[config.mk]
export PLATFORM = sky130hd
export DESIGN_NAME = utf8_stream_confidence_core
export DESIGN_NICKNAME = d
export VERILOG_FILES = /design/src/sv/utf8sc_pkg.sv /design/src/sv/utf8_stream_confidence_core.sv /design/src/sv/utf8sc_scan.sv /design/src/sv/utf8sc_grade.sv
export VERILOG_INCLUDE_DIRS = /design/src /design/src/sv
export SDC_FILE = /design/constraint.sdc
export NUM_CORES = 1
export LEC_CHECK = 0
export ABC_AREA = 0
export CORE_ASPECT_RATIO = 0.75
export CORE_MARGIN = 2
export CORE_UTILIZATION = 45
export DETAILED_ROUTE_END_ITERATION = 8
export DONT_BUFFER_PORTS = 1
export HOLD_SLACK_MARGIN = 0.05
export PLACE_DENSITY = 0.57
export SYNTH_ARGS = -nofsm -noshare
export SYNTH_HDL_FRONTEND = slang
export SYNTH_SLANG_ARGS = --single-unit
[constraint.sdc]
create_clock -name i_clk -period 4.26 [get_ports i_clk]
set_input_delay 1.065 -clock i_clk [delete_from_list [all_inputs] [get_ports i_clk]]
set_output_delay 1.065 -clock i_clk [all_outputs]
set_load 0.02 [all_outputs]
[src/sv/utf8_stream_confidence_core_assert.svh]
// assertion helpers for the utf8 confidence core
`ifndef UTF8_STREAM_CONFIDENCE_CORE_ASSERT_SVH
`define UTF8_STREAM_CONFIDENCE_CORE_ASSERT_SVH

// same-cycle implication, disabled while reset is asserted
`define UTF8SC_ASSERT_NOW(label, clk, rst_n, ante, cons, msg) \
    label: assert property (@(posedge clk) disable iff (!(rst_n)) (ante) |-> (cons)) \
        else $error(msg);

// next-cycle implication, disabled while reset is asserted
`define UTF8SC_ASSERT_NEXT(label, clk, rst_n, ante, cons, msg) \
    label: assert property (@(posedge clk) disable iff (!(rst_n)) (ante) |=> (cons)) \
        else $error(msg);

`endif

[src/sv/utf8sc_pkg.sv]
package utf8sc_pkg;

    localparam int unsigned MAX_BYTES = 1048576;
    localparam int unsigned CNT_W     = 21;
    localparam int unsigned CNT_MAX   = (1 << CNT_W) - 1;

    typedef logic [CNT_W-1:0] t_cnt;
    typedef logic [2:0]       t_score;

    localparam t_cnt CNT_LIMIT =
        t_cnt'((MAX_BYTES < CNT_MAX) ? MAX_BYTES : CNT_MAX);

    // a bad lead that lifts the invalid count beyond this stops the heuristic scan
    localparam t_cnt STOP_LIMIT = t_cnt'(5);
    // more valid sequences than this, with no invalid one, give full confidence without a bom
    localparam t_cnt GRADE_MIN_VALID = t_cnt'(3);

    localparam t_score SCORE_NONE = 3'd0;
    localparam t_score SCORE_LOW  = 3'd1;
    localparam t_score SCORE_HALF = 3'd2;
    localparam t_score SCORE_HIGH = 3'd3;
    localparam t_score SCORE_FULL = 3'd4;

    localparam int unsigned IN_TDATA_W  = 8;
    localparam int unsigned OUT_TDATA_W = 48;

    // continuation byte range for the next trail byte
    typedef enum logic [1:0] {
        RANGE_NORMAL     = 2'd0,
        RANGE_RAISED_LO  = 2'd1,
        RANGE_LOWERED_HI = 2'd2
    } t_range;

    localparam logic [7:0] BOM_B0 = 8'hEF;
    localparam logic [7:0] BOM_B1 = 8'hBB;
    localparam logic [7:0] BOM_B2 = 8'hBF;

    // end-of-text summary handed from the scanner to the grader
    typedef struct packed {
        logic check_mode;
        logic exact_fail;
        logic bom;
        t_cnt valid_cnt;
        t_cnt invalid_cnt;
    } t_summary;

    // result word, lowest bits last in the list
    typedef struct packed {
        logic [1:0] pad;
        logic       bom_present;
        t_cnt       invalid_sequences;
        t_cnt       valid_sequences;
        t_score     score_quarters;
    } t_result;

    function automatic logic [7:0] bom_byte(input logic [1:0] pos);
        logic [7:0] b;
        unique case (pos)
            2'd0:    b = BOM_B0;
            2'd1:    b = BOM_B1;
            default: b = BOM_B2;
        endcase
        return b;
    endfunction

    function automatic t_cnt sat_inc(input t_cnt v);
        return (v < CNT_LIMIT) ? v + t_cnt'(1) : v;
    endfunction

endpackage

[src/sv/utf8_stream_confidence_core.sv]
// utf8 stream confidence core: takes a text one byte per transaction on the
// s_axis side (tlast on the final byte) and returns one result transaction on
// the m_axis side per text. check_mode = 1 gives a heuristic grade in quarters
// with counts of valid and invalid multibyte sequences and a bom flag;
// check_mode = 0 gives 4 when the text is well-formed utf-8 with no zero byte,
// else 0, with the other fields zero. check_mode is taken at the final byte and
// should only be written between texts. One byte is accepted every cycle while
// the output side keeps up; after the final byte of a text is accepted it passes
// through the input register, the summary register takes the end-of-text state
// and the result register holds the grade, which raises m_axis_tvalid.
// A final byte waits in the input register, holding s_axis_tready low, while
// the summary and result registers are both full and the result is not taken.
// Sequence counters saturate at 1048576.
module utf8_stream_confidence_core (
    input  logic        i_clk,
    input  logic        i_rst_n,
    // configuration: check_mode
    input  logic        i_cfg_we,
    input  logic        i_cfg_wdata,
    // byte stream
    input  logic        s_axis_tvalid,
    output logic        s_axis_tready,
    input  logic [7:0]  s_axis_tdata,   // [7:0] data_byte
    input  logic        s_axis_tlast,   // last_byte
    // results
    output logic        m_axis_tvalid,
    input  logic        m_axis_tready,
    output logic [47:0] m_axis_tdata    // [2:0] score_quarters, [23:3] valid_sequences,
                                        // [44:24] invalid_sequences, [45] bom_present,
                                        // [47:46] zero
);

    logic                          r_check_mode;

    // stage a: input register
    logic                          r_a_valid;
    logic [utf8sc_pkg::IN_TDATA_W-1:0] r_a_byte;
    logic                          r_a_last;

    // stage b: end-of-text summary
    logic                          r_b_valid;
    utf8sc_pkg::t_summary          r_b_sum;

    // stage c: output register
    logic                          r_c_valid;
    utf8sc_pkg::t_result           r_c_data;

    logic                          c_free;
    logic                          b_free;
    logic                          a_adv;
    logic                          a_done;
    utf8sc_pkg::t_summary          scan_sum;
    logic                          scan_idle;
    utf8sc_pkg::t_result           grade_result;

    // flow control: a stage moves on when the one after it is empty or moving
    assign c_free = !r_c_valid || m_axis_tready;
    assign b_free = !r_b_valid || c_free;
    // a plain byte only touches scan state; a final byte also needs stage b
    assign a_adv  = r_a_valid && (!r_a_last || b_free);
    assign a_done = a_adv && r_a_last;

    assign s_axis_tready = !r_a_valid || a_adv;
    assign m_axis_tvalid = r_c_valid;
    assign m_axis_tdata  = r_c_data;

    always_ff @(posedge i_clk) begin
        if (!i_rst_n) begin
            r_check_mode <= 1'b1;
        end else if (i_cfg_we) begin
            r_check_mode <= i_cfg_wdata;
        end
    end

    // input register
    always_ff @(posedge i_clk) begin
        if (!i_rst_n) begin
            r_a_valid <= 1'b0;
        end else if (s_axis_tready) begin
            r_a_valid <= s_axis_tvalid;
        end
    end

    always_ff @(posedge i_clk) begin
        if (s_axis_tready && s_axis_tvalid) begin
            r_a_byte <= s_axis_tdata;
            r_a_last <= s_axis_tlast;
        end
    end

    // byte scanner: bom, sequence decode, counters, exact check
    utf8sc_scan u_scan (
        .i_clk        (i_clk),
        .i_rst_n      (i_rst_n),
        .i_en         (a_adv),
        .i_byte       (r_a_byte),
        .i_last       (r_a_last),
        .i_check_mode (r_check_mode),
        .o_sum        (scan_sum),
        .o_idle       (scan_idle)
    );

    // summary register, loaded on the final byte of a text
    always_ff @(posedge i_clk) begin
        if (!i_rst_n) begin
            r_b_valid <= 1'b0;
        end else if (b_free) begin
            r_b_valid <= a_done;
        end
    end

    always_ff @(posedge i_clk) begin
        if (a_done) begin
            r_b_sum <= scan_sum;
        end
    end

    // grading and mode selection
    utf8sc_grade u_grade (
        .i_sum    (r_b_sum),
        .o_result (grade_result)
    );

    // output register
    always_ff @(posedge i_clk) begin
        if (!i_rst_n) begin
            r_c_valid <= 1'b0;
        end else if (c_free) begin
            r_c_valid <= r_b_valid;
        end
    end

    always_ff @(posedge i_clk) begin
        if (c_free && r_b_valid) begin
            r_c_data <= grade_result;
        end
    end

`include "utf8_stream_confidence_core_assert.svh"

    // a score never exceeds four quarters
    `UTF8SC_ASSERT_NOW(a_score_range, i_clk, i_rst_n, r_c_valid,
        r_c_data.score_quarters <= utf8sc_pkg::SCORE_FULL, "score out of range")
    // full confidence implies no invalid sequence was seen
    `UTF8SC_ASSERT_NOW(a_full_clean, i_clk, i_rst_n,
        r_c_valid && (r_c_data.score_quarters == utf8sc_pkg::SCORE_FULL),
        r_c_data.invalid_sequences == '0, "full score with invalid sequences")
    // a final byte blocked by a full summary stage holds the input
    `UTF8SC_ASSERT_NOW(a_last_blocks, i_clk, i_rst_n,
        r_a_valid && r_a_last && r_b_valid && !c_free,
        !s_axis_tready, "input accepted past a blocked final byte")
    // scan state is back at its reset values after each text
    `UTF8SC_ASSERT_NEXT(a_scan_cleared, i_clk, i_rst_n, a_done,
        scan_idle, "scan state not cleared after final byte")

endmodule

[src/sv/utf8sc_scan.sv]
module utf8sc_scan (
    input  logic                 i_clk,
    input  logic                 i_rst_n,
    input  logic                 i_en,
    input  logic [7:0]           i_byte,
    input  logic                 i_last,
    input  logic                 i_check_mode,
    output utf8sc_pkg::t_summary o_sum,
    output logic                 o_idle
);

    logic [1:0]        r_pos,     n_pos;
    logic              r_bom,     n_bom;
    logic [1:0]        r_trail,   n_trail;
    utf8sc_pkg::t_range r_kind,   n_kind;
    logic              r_stopped, n_stopped;
    logic              r_fail,    n_fail;
    utf8sc_pkg::t_cnt  r_valid,   n_valid;
    utf8sc_pkg::t_cnt  r_invalid, n_invalid;
    logic [7:0]        lo, hi;

    always_comb begin
        n_pos     = r_pos;
        n_bom     = r_bom;
        n_trail   = r_trail;
        n_kind    = r_kind;
        n_stopped = r_stopped;
        n_fail    = r_fail;
        n_valid   = r_valid;
        n_invalid = r_invalid;
        lo        = 8'h80;
        hi        = 8'hBF;

        // bom tracking over the first three bytes
        if (r_pos != 2'd3) begin
            if (i_byte != utf8sc_pkg::bom_byte(r_pos)) begin
                n_bom = 1'b0;
            end
            n_pos = r_pos + 2'd1;
        end
        if (i_byte == 8'h00) begin
            n_fail = 1'b1;
        end

        if (!r_stopped) begin
            if (r_trail != 2'd0) begin
                // inside a sequence
                if (i_byte[7:6] != 2'b10) begin
                    n_fail    = 1'b1;
                    n_invalid = utf8sc_pkg::sat_inc(r_invalid);
                    n_trail   = 2'd0;
                    n_kind    = utf8sc_pkg::RANGE_NORMAL;
                end else begin
                    unique case (r_kind)
                        utf8sc_pkg::RANGE_RAISED_LO:
                            lo = (r_trail == 2'd3) ? 8'h90 : 8'hA0;
                        utf8sc_pkg::RANGE_LOWERED_HI:
                            hi = (r_trail == 2'd3) ? 8'h8F : 8'h9F;
                        default: ;
                    endcase
                    if (i_byte < lo || i_byte > hi) begin
                        n_fail = 1'b1;
                    end
                    n_kind  = utf8sc_pkg::RANGE_NORMAL;
                    n_trail = r_trail - 2'd1;
                    if (r_trail == 2'd1) begin
                        n_valid = utf8sc_pkg::sat_inc(r_valid);
                    end
                end
            end else if (i_byte[7]) begin
                // lead byte
                priority if (i_byte[7:5] == 3'b110) begin
                    n_trail = 2'd1;
                end else if (i_byte[7:4] == 4'b1110) begin
                    n_trail = 2'd2;
                end else if (i_byte[7:3] == 5'b11110) begin
                    n_trail = 2'd3;
                end else begin
                    n_trail = 2'd0;
                end
                if (n_trail == 2'd0) begin
                    n_fail    = 1'b1;
                    n_invalid = utf8sc_pkg::sat_inc(r_invalid);
                    if (n_invalid > utf8sc_pkg::STOP_LIMIT) begin
                        n_stopped = 1'b1;
                    end
                end else begin
                    n_kind = utf8sc_pkg::RANGE_NORMAL;
                    priority if (i_byte < 8'hC2 || i_byte > 8'hF4) begin
                        n_fail = 1'b1;
                    end else if (i_byte == 8'hE0 || i_byte == 8'hF0) begin
                        n_kind = utf8sc_pkg::RANGE_RAISED_LO;
                    end else if (i_byte == 8'hED || i_byte == 8'hF4) begin
                        n_kind = utf8sc_pkg::RANGE_LOWERED_HI;
                    end else begin
                        n_kind = utf8sc_pkg::RANGE_NORMAL;
                    end
                end
            end
        end
    end

    // summary of the text as it stands after this byte
    always_comb begin
        o_sum.check_mode  = i_check_mode;
        o_sum.exact_fail  = n_fail | (n_trail != 2'd0);
        o_sum.bom         = n_bom & (n_pos == 2'd3);
        o_sum.valid_cnt   = n_valid;
        o_sum.invalid_cnt = n_invalid;
    end

    assign o_idle = (r_pos == 2'd0) && r_bom && (r_trail == 2'd0)
                 && (r_kind == utf8sc_pkg::RANGE_NORMAL) && !r_stopped && !r_fail
                 && (r_valid == '0) && (r_invalid == '0);

    always_ff @(posedge i_clk) begin
        if (!i_rst_n || (i_en && i_last)) begin
            r_pos     <= 2'd0;
            r_bom     <= 1'b1;
            r_trail   <= 2'd0;
            r_kind    <= utf8sc_pkg::RANGE_NORMAL;
            r_stopped <= 1'b0;
            r_fail    <= 1'b0;
            r_valid   <= '0;
            r_invalid <= '0;
        end else if (i_en) begin
            r_pos     <= n_pos;
            r_bom     <= n_bom;
            r_trail   <= n_trail;
            r_kind    <= n_kind;
            r_stopped <= n_stopped;
            r_fail    <= n_fail;
            r_valid   <= n_valid;
            r_invalid <= n_invalid;
        end
    end

endmodule

[src/sv/utf8sc_grade.sv]
module utf8sc_grade (
    input  utf8sc_pkg::t_summary i_sum,
    output utf8sc_pkg::t_result  o_result
);

    logic [utf8sc_pkg::CNT_W+3:0] inv_x10;
    logic                         valid_dominates;
    logic                         no_invalid;
    utf8sc_pkg::t_score           heur_score;

    // invalid * 10 as two shifted adds
    assign inv_x10 = (utf8sc_pkg::CNT_W+4)'({i_sum.invalid_cnt, 3'b000})
                   + (utf8sc_pkg::CNT_W+4)'({i_sum.invalid_cnt, 1'b0});
    assign valid_dominates = (utf8sc_pkg::CNT_W+4)'(i_sum.valid_cnt) > inv_x10;
    assign no_invalid      = (i_sum.invalid_cnt == '0);

    always_comb begin
        priority if (i_sum.bom && no_invalid) begin
            heur_score = utf8sc_pkg::SCORE_FULL;
        end else if (i_sum.bom && valid_dominates) begin
            heur_score = utf8sc_pkg::SCORE_HIGH;
        end else if (i_sum.valid_cnt > utf8sc_pkg::GRADE_MIN_VALID && no_invalid) begin
            heur_score = utf8sc_pkg::SCORE_FULL;
        end else if (no_invalid) begin
            heur_score = utf8sc_pkg::SCORE_HALF;
        end else if (valid_dominates) begin
            heur_score = utf8sc_pkg::SCORE_LOW;
        end else begin
            heur_score = utf8sc_pkg::SCORE_NONE;
        end
    end

    always_comb begin
        o_result.pad = 2'b00;
        if (i_sum.check_mode) begin
            o_result.score_quarters    = heur_score;
            o_result.valid_sequences   = i_sum.valid_cnt;
            o_result.invalid_sequences = i_sum.invalid_cnt;
            o_result.bom_present       = i_sum.bom;
        end else begin
            o_result.score_quarters    = i_sum.exact_fail ? utf8sc_pkg::SCORE_NONE
                                                          : utf8sc_pkg::SCORE_FULL;
            o_result.valid_sequences   = '0;
            o_result.invalid_sequences = '0;
            o_result.bom_present       = 1'b0;
        end
    end

endmodule

==> metrics.md <==
| Metric | Value |
|---|---|
| Outcome | `complete, no violations` |
| Die Height | `124.7 um` |
| Initial antenna violation count | `0` |
| Crit Reg-Reg Startpoint | `r_b_sum[2]` |
| Synth async-reset ratio | `0%` |
| CTS tree | `yes` |
| Via Count | `6,148` |
| Clk_lat worst skew | `0.43 ns` |
| I/O Pins | `65` |
| Clock Tree Buf Depth | `2` |
| Period utilization | `93.21%` |
| Setup crit start kind | `register` |
| Primary FF master, synth | `edfxtp_1` |
| Cell Chain, Critical Path | `ha_1 > fa_2 > a211oi_2 > nor3_1 > o31ai_2 > a21oi_2 > or3_1 > xnor2_1 > ha_1 > nand4_1 > nor3_2 > o21ai_0 > o211ai_1 > o311ai_1 > nor4_2 > a32o_1` |
| WL/cell | `18.34 um` |
| Post-synth top cells | `edfxtp_1 (100), nor2_1 (66), nand2_1 (64), dfxtp_1 (55), and2_1 (52)` |
| CTS clock-pin slew for the worst setup and hold paths | `0.07 ns` |
| Worst path buffer plus inverter count | `0` |
| Die ar. | `20,560 um2` |
| Count leader, synth | `edfxtp_1` |
| Final Cell Area | `9480 um2` |
| I/O Buffers | `0` |
| Placed Cells | `1,066` |
| DR vias/cell | `5.599` |
| Hold_sp | `r_check_mode` |
| Dpl cell area | `8847 um2` |
| Fmax | `251.8 MHz` |
| Register area share after synthesis | `46.98%` |
| Pwr dens | `350.9 nW/um2` |
| Worst hold path class | `reg -> reg` |
| FF-to-FF End | `m_axis_tdata[1]` |
| Setup TNS | `0 ns` |
| Inserted Diodes | `0` |
| Highest-delay cell along the critical path | `edfxtp_1` |
| MaxCap Viol Count | `0` |
| Period minus WS final | `3.971 ns` |
| Synthesized area per cell | `10.28 um2` |
| H-tree depth | `4` |
| Met2 Use GR | `28.85%` |
| Met3 track demand over resource | `3.796%` |
| Crit path largest cell delay | `0.44 ns` |
| Normalized max-slew margin | `51.84%` |
| Post-Synthesis Cells | `850` |
| Core area | `19,210 um2` |
| Setup Crit Path Kind | `reg -> reg` |
| Total gr overflow | `0` |
| Flops & latches, synth | `155` |
| Yosys cell types | `80` |
| DRT antenna net count | `0` |
| Starting Density | `45.47%` |
| Nets | `895` |
| Worst hold slack | `0.4490 ns` |
| Clock sinks | `155` |
| Worst Hold End | `r_b_sum[44]` |
| Synth top area cells | `edfxtp_1 (34%), dfxtp_1 (13%), ha_1 (6.7%)` |
| CTS buffer count | `17` |
| Top cell type by total area after synthesis | `edfxtp_1` |
| Worst Max-Slew Pin Slew | `0.7198 ns` |
| Initial DRC count | `370` |
| Met1 Usage GRT | `31.84%` |
| Clock skew | `0.009861 ns` |
| Setup violations, final | `0` |
| Synthesized cell area | `8736 um2` |
| Number of global-route vias before repair | `5,728` |
| FF-to-FF path depth | `16` |
| CP top delay family | `compound AO/OA/AOI/OAI gates` |
| Leakage | `0.003717 uW` |
| GP Congestion | `0.8930` |
| Critical Path End Type | `register` |
| Dpl hpwl | `14.78 mm` |
| CTS Root Cell | `clkbuf_16` |
| Post-synth EDFFs | `100` |
| Area delta synth->final | `8.522%` |
| Final Routed Wirelength | `20.14 mm` |
| WHS Path Cells | `0` |
| Global-route wire length before repair | `32.22 mm` |
| Drt drc | `0` |
| Post-synth top area share | `34.37%` |
| Worst vdd ir | `0.2463 mV` |
| Final Hold Fails | `0` |
| Finished Layout Cells | `1,098` |
| RSZ-0062 raised after global routing | `false` |
| Total GRT Usage | `20.39%` |
| Syn. warnings | `0` |
| Layout cell share with drive strength beyond 1 | `8.521%` |
| GR peak layer | `met1` |
| Worst EP required | `4.55 ns` |
| R2R Setup Slk | `0.29 ns` |
| 1st-pass router iterations | `5` |
| Pin count of the biggest net entering global routing | `48` |
| Crit-path max FO | `4` |
| Worst EP arrival | `4.27 ns` |
| DIE WIDTH | `164.9 um` |
| CP dominant cell by count | `ha_1` |
| FP Rows | `44` |
| Final Max Slew Viols | `0` |
[through the flow]
stage | total power [uW] | utilization [%] | worst slack, ns
after floorplan | 1777 | - | 0.5723
after global placement | 1813 | 46.05 | 0.1995
after detailed placement | 1817 | 46.05 | 0.05768
after CTS | 3357 | 49.19 | 0.02117
after global routing | 3445 | 49.34 | 0.02093
final | 3326 | 49.34 | 0.2893
[flip-flops by register name, summed over array words and instances (netlist names)]
| register | count |
|---|---|
| r_check_mode | 1 |
| r_b_sum | 45 |
| u_scan.r_pos | 2 |
| r_a_valid | 1 |
| r_a_last | 1 |
| u_scan.r_valid | 21 |
| u_scan.r_trail | 2 |
| u_scan.r_stopped | 1 |
| u_scan.r_invalid | 21 |
| u_scan.r_fail | 1 |
| r_a_byte | 8 |
| m_axis_tvalid | 1 |
| u_scan.r_bom | 1 |
| u_scan.r_kind | 2 |
| r_b_valid | 1 |
| m_axis_tdata | 46 |
[worst reg2reg max path: cells and delay by family (launching register included)]
kind	cells	cell delay, ns
flip-flops	1	0.44
AND/OR/NAND/NOR	5	1.05
adder cells (fa/ha/maj)	3	0.98
AO/OA/AOI/OAI	7	1.23
XOR/XNOR	1	0.14
[power by group]
part | switching [uW] | total, uW | leakage [uW] | internal [uW]
logic | 96.2 | 146 | 0.00190 | 49.6
registers | 26.2 | 1640 | 0.00153 | 1610
clock network | 703 | 1540 | 0.000285 | 839
[placed cells by master, fill, tap and decap left out, types with 9 or more instances in the layout]
cell type  instances
or3_1             14
nand2_1           64
a31oi_1            9
a21oi_1           43
nand4_1           20
o21ai_0           31
and3_1            12
buf_4             11
ha_1              47
and2_1            52
a21o_1            12
inv_1             13
nor2_1            66
clkbuf_16         17
xnor2_1           50
nor4_1            13
nand3_1           39
xor2_1            41
edfxtp_1         100
nor3_1            17
a211oi_1          11
dfxtp_1           55
[worst max path at each step]
stage	start	end	cells past startpoint
after floorplan	r_b_sum[0]	m_axis_tdata[1]	16
after global placement	r_b_sum[2]	m_axis_tdata[0]	16
after detailed placement	r_b_sum[2]	m_axis_tdata[1]	16
after CTS	r_b_sum[2]	m_axis_tdata[1]	16
after global routing	r_b_sum[2]	m_axis_tdata[0]	16
final	r_b_sum[2]	m_axis_tdata[1]	16
[per-layer routing]
layer / vias up / share of wire [%]
met3: 14 / 3.6
li1: 3042 / -
met2: 144 / 43
met5: - / 0
met1: 2948 / 53
met4: 0 / 0.86
[cell type report]
cell class / count / area, um2
fill: 1734 / 9733
multi-input combinational: 634 / 4324
sequential: 155 / 4104
clock buffer: 17 / 425.4
tap: 253 / 316.6
clock inverter: 15 / 178.9
timing repair buffer: 11 / 82.58
inverter: 13 / 48.80
[cells by family (layout without fill, tap and decap cells)]
group	count (synthesis)	after routing	synth area share, %
AND/OR/NAND/NOR	345	345	21.68
flip-flops	155	155	46.98
AO/OA/AOI/OAI	144	144	10.74
XOR/XNOR	91	91	9.123
buffers and inverters	62	56	3.982
adder cells (fa/ha/maj)	48	48	6.961
multiplexers	4	4	0.4870
other	1	2	0.04293
[what timing repair did]
action	4_1_cts	5_1_grt
buffers inserted	0	0
endpoints found under the setup margin	0	2
hold buffers	0	0
resized for setup	0	6
Note: power is estimated with default switching activity, not from simulation.
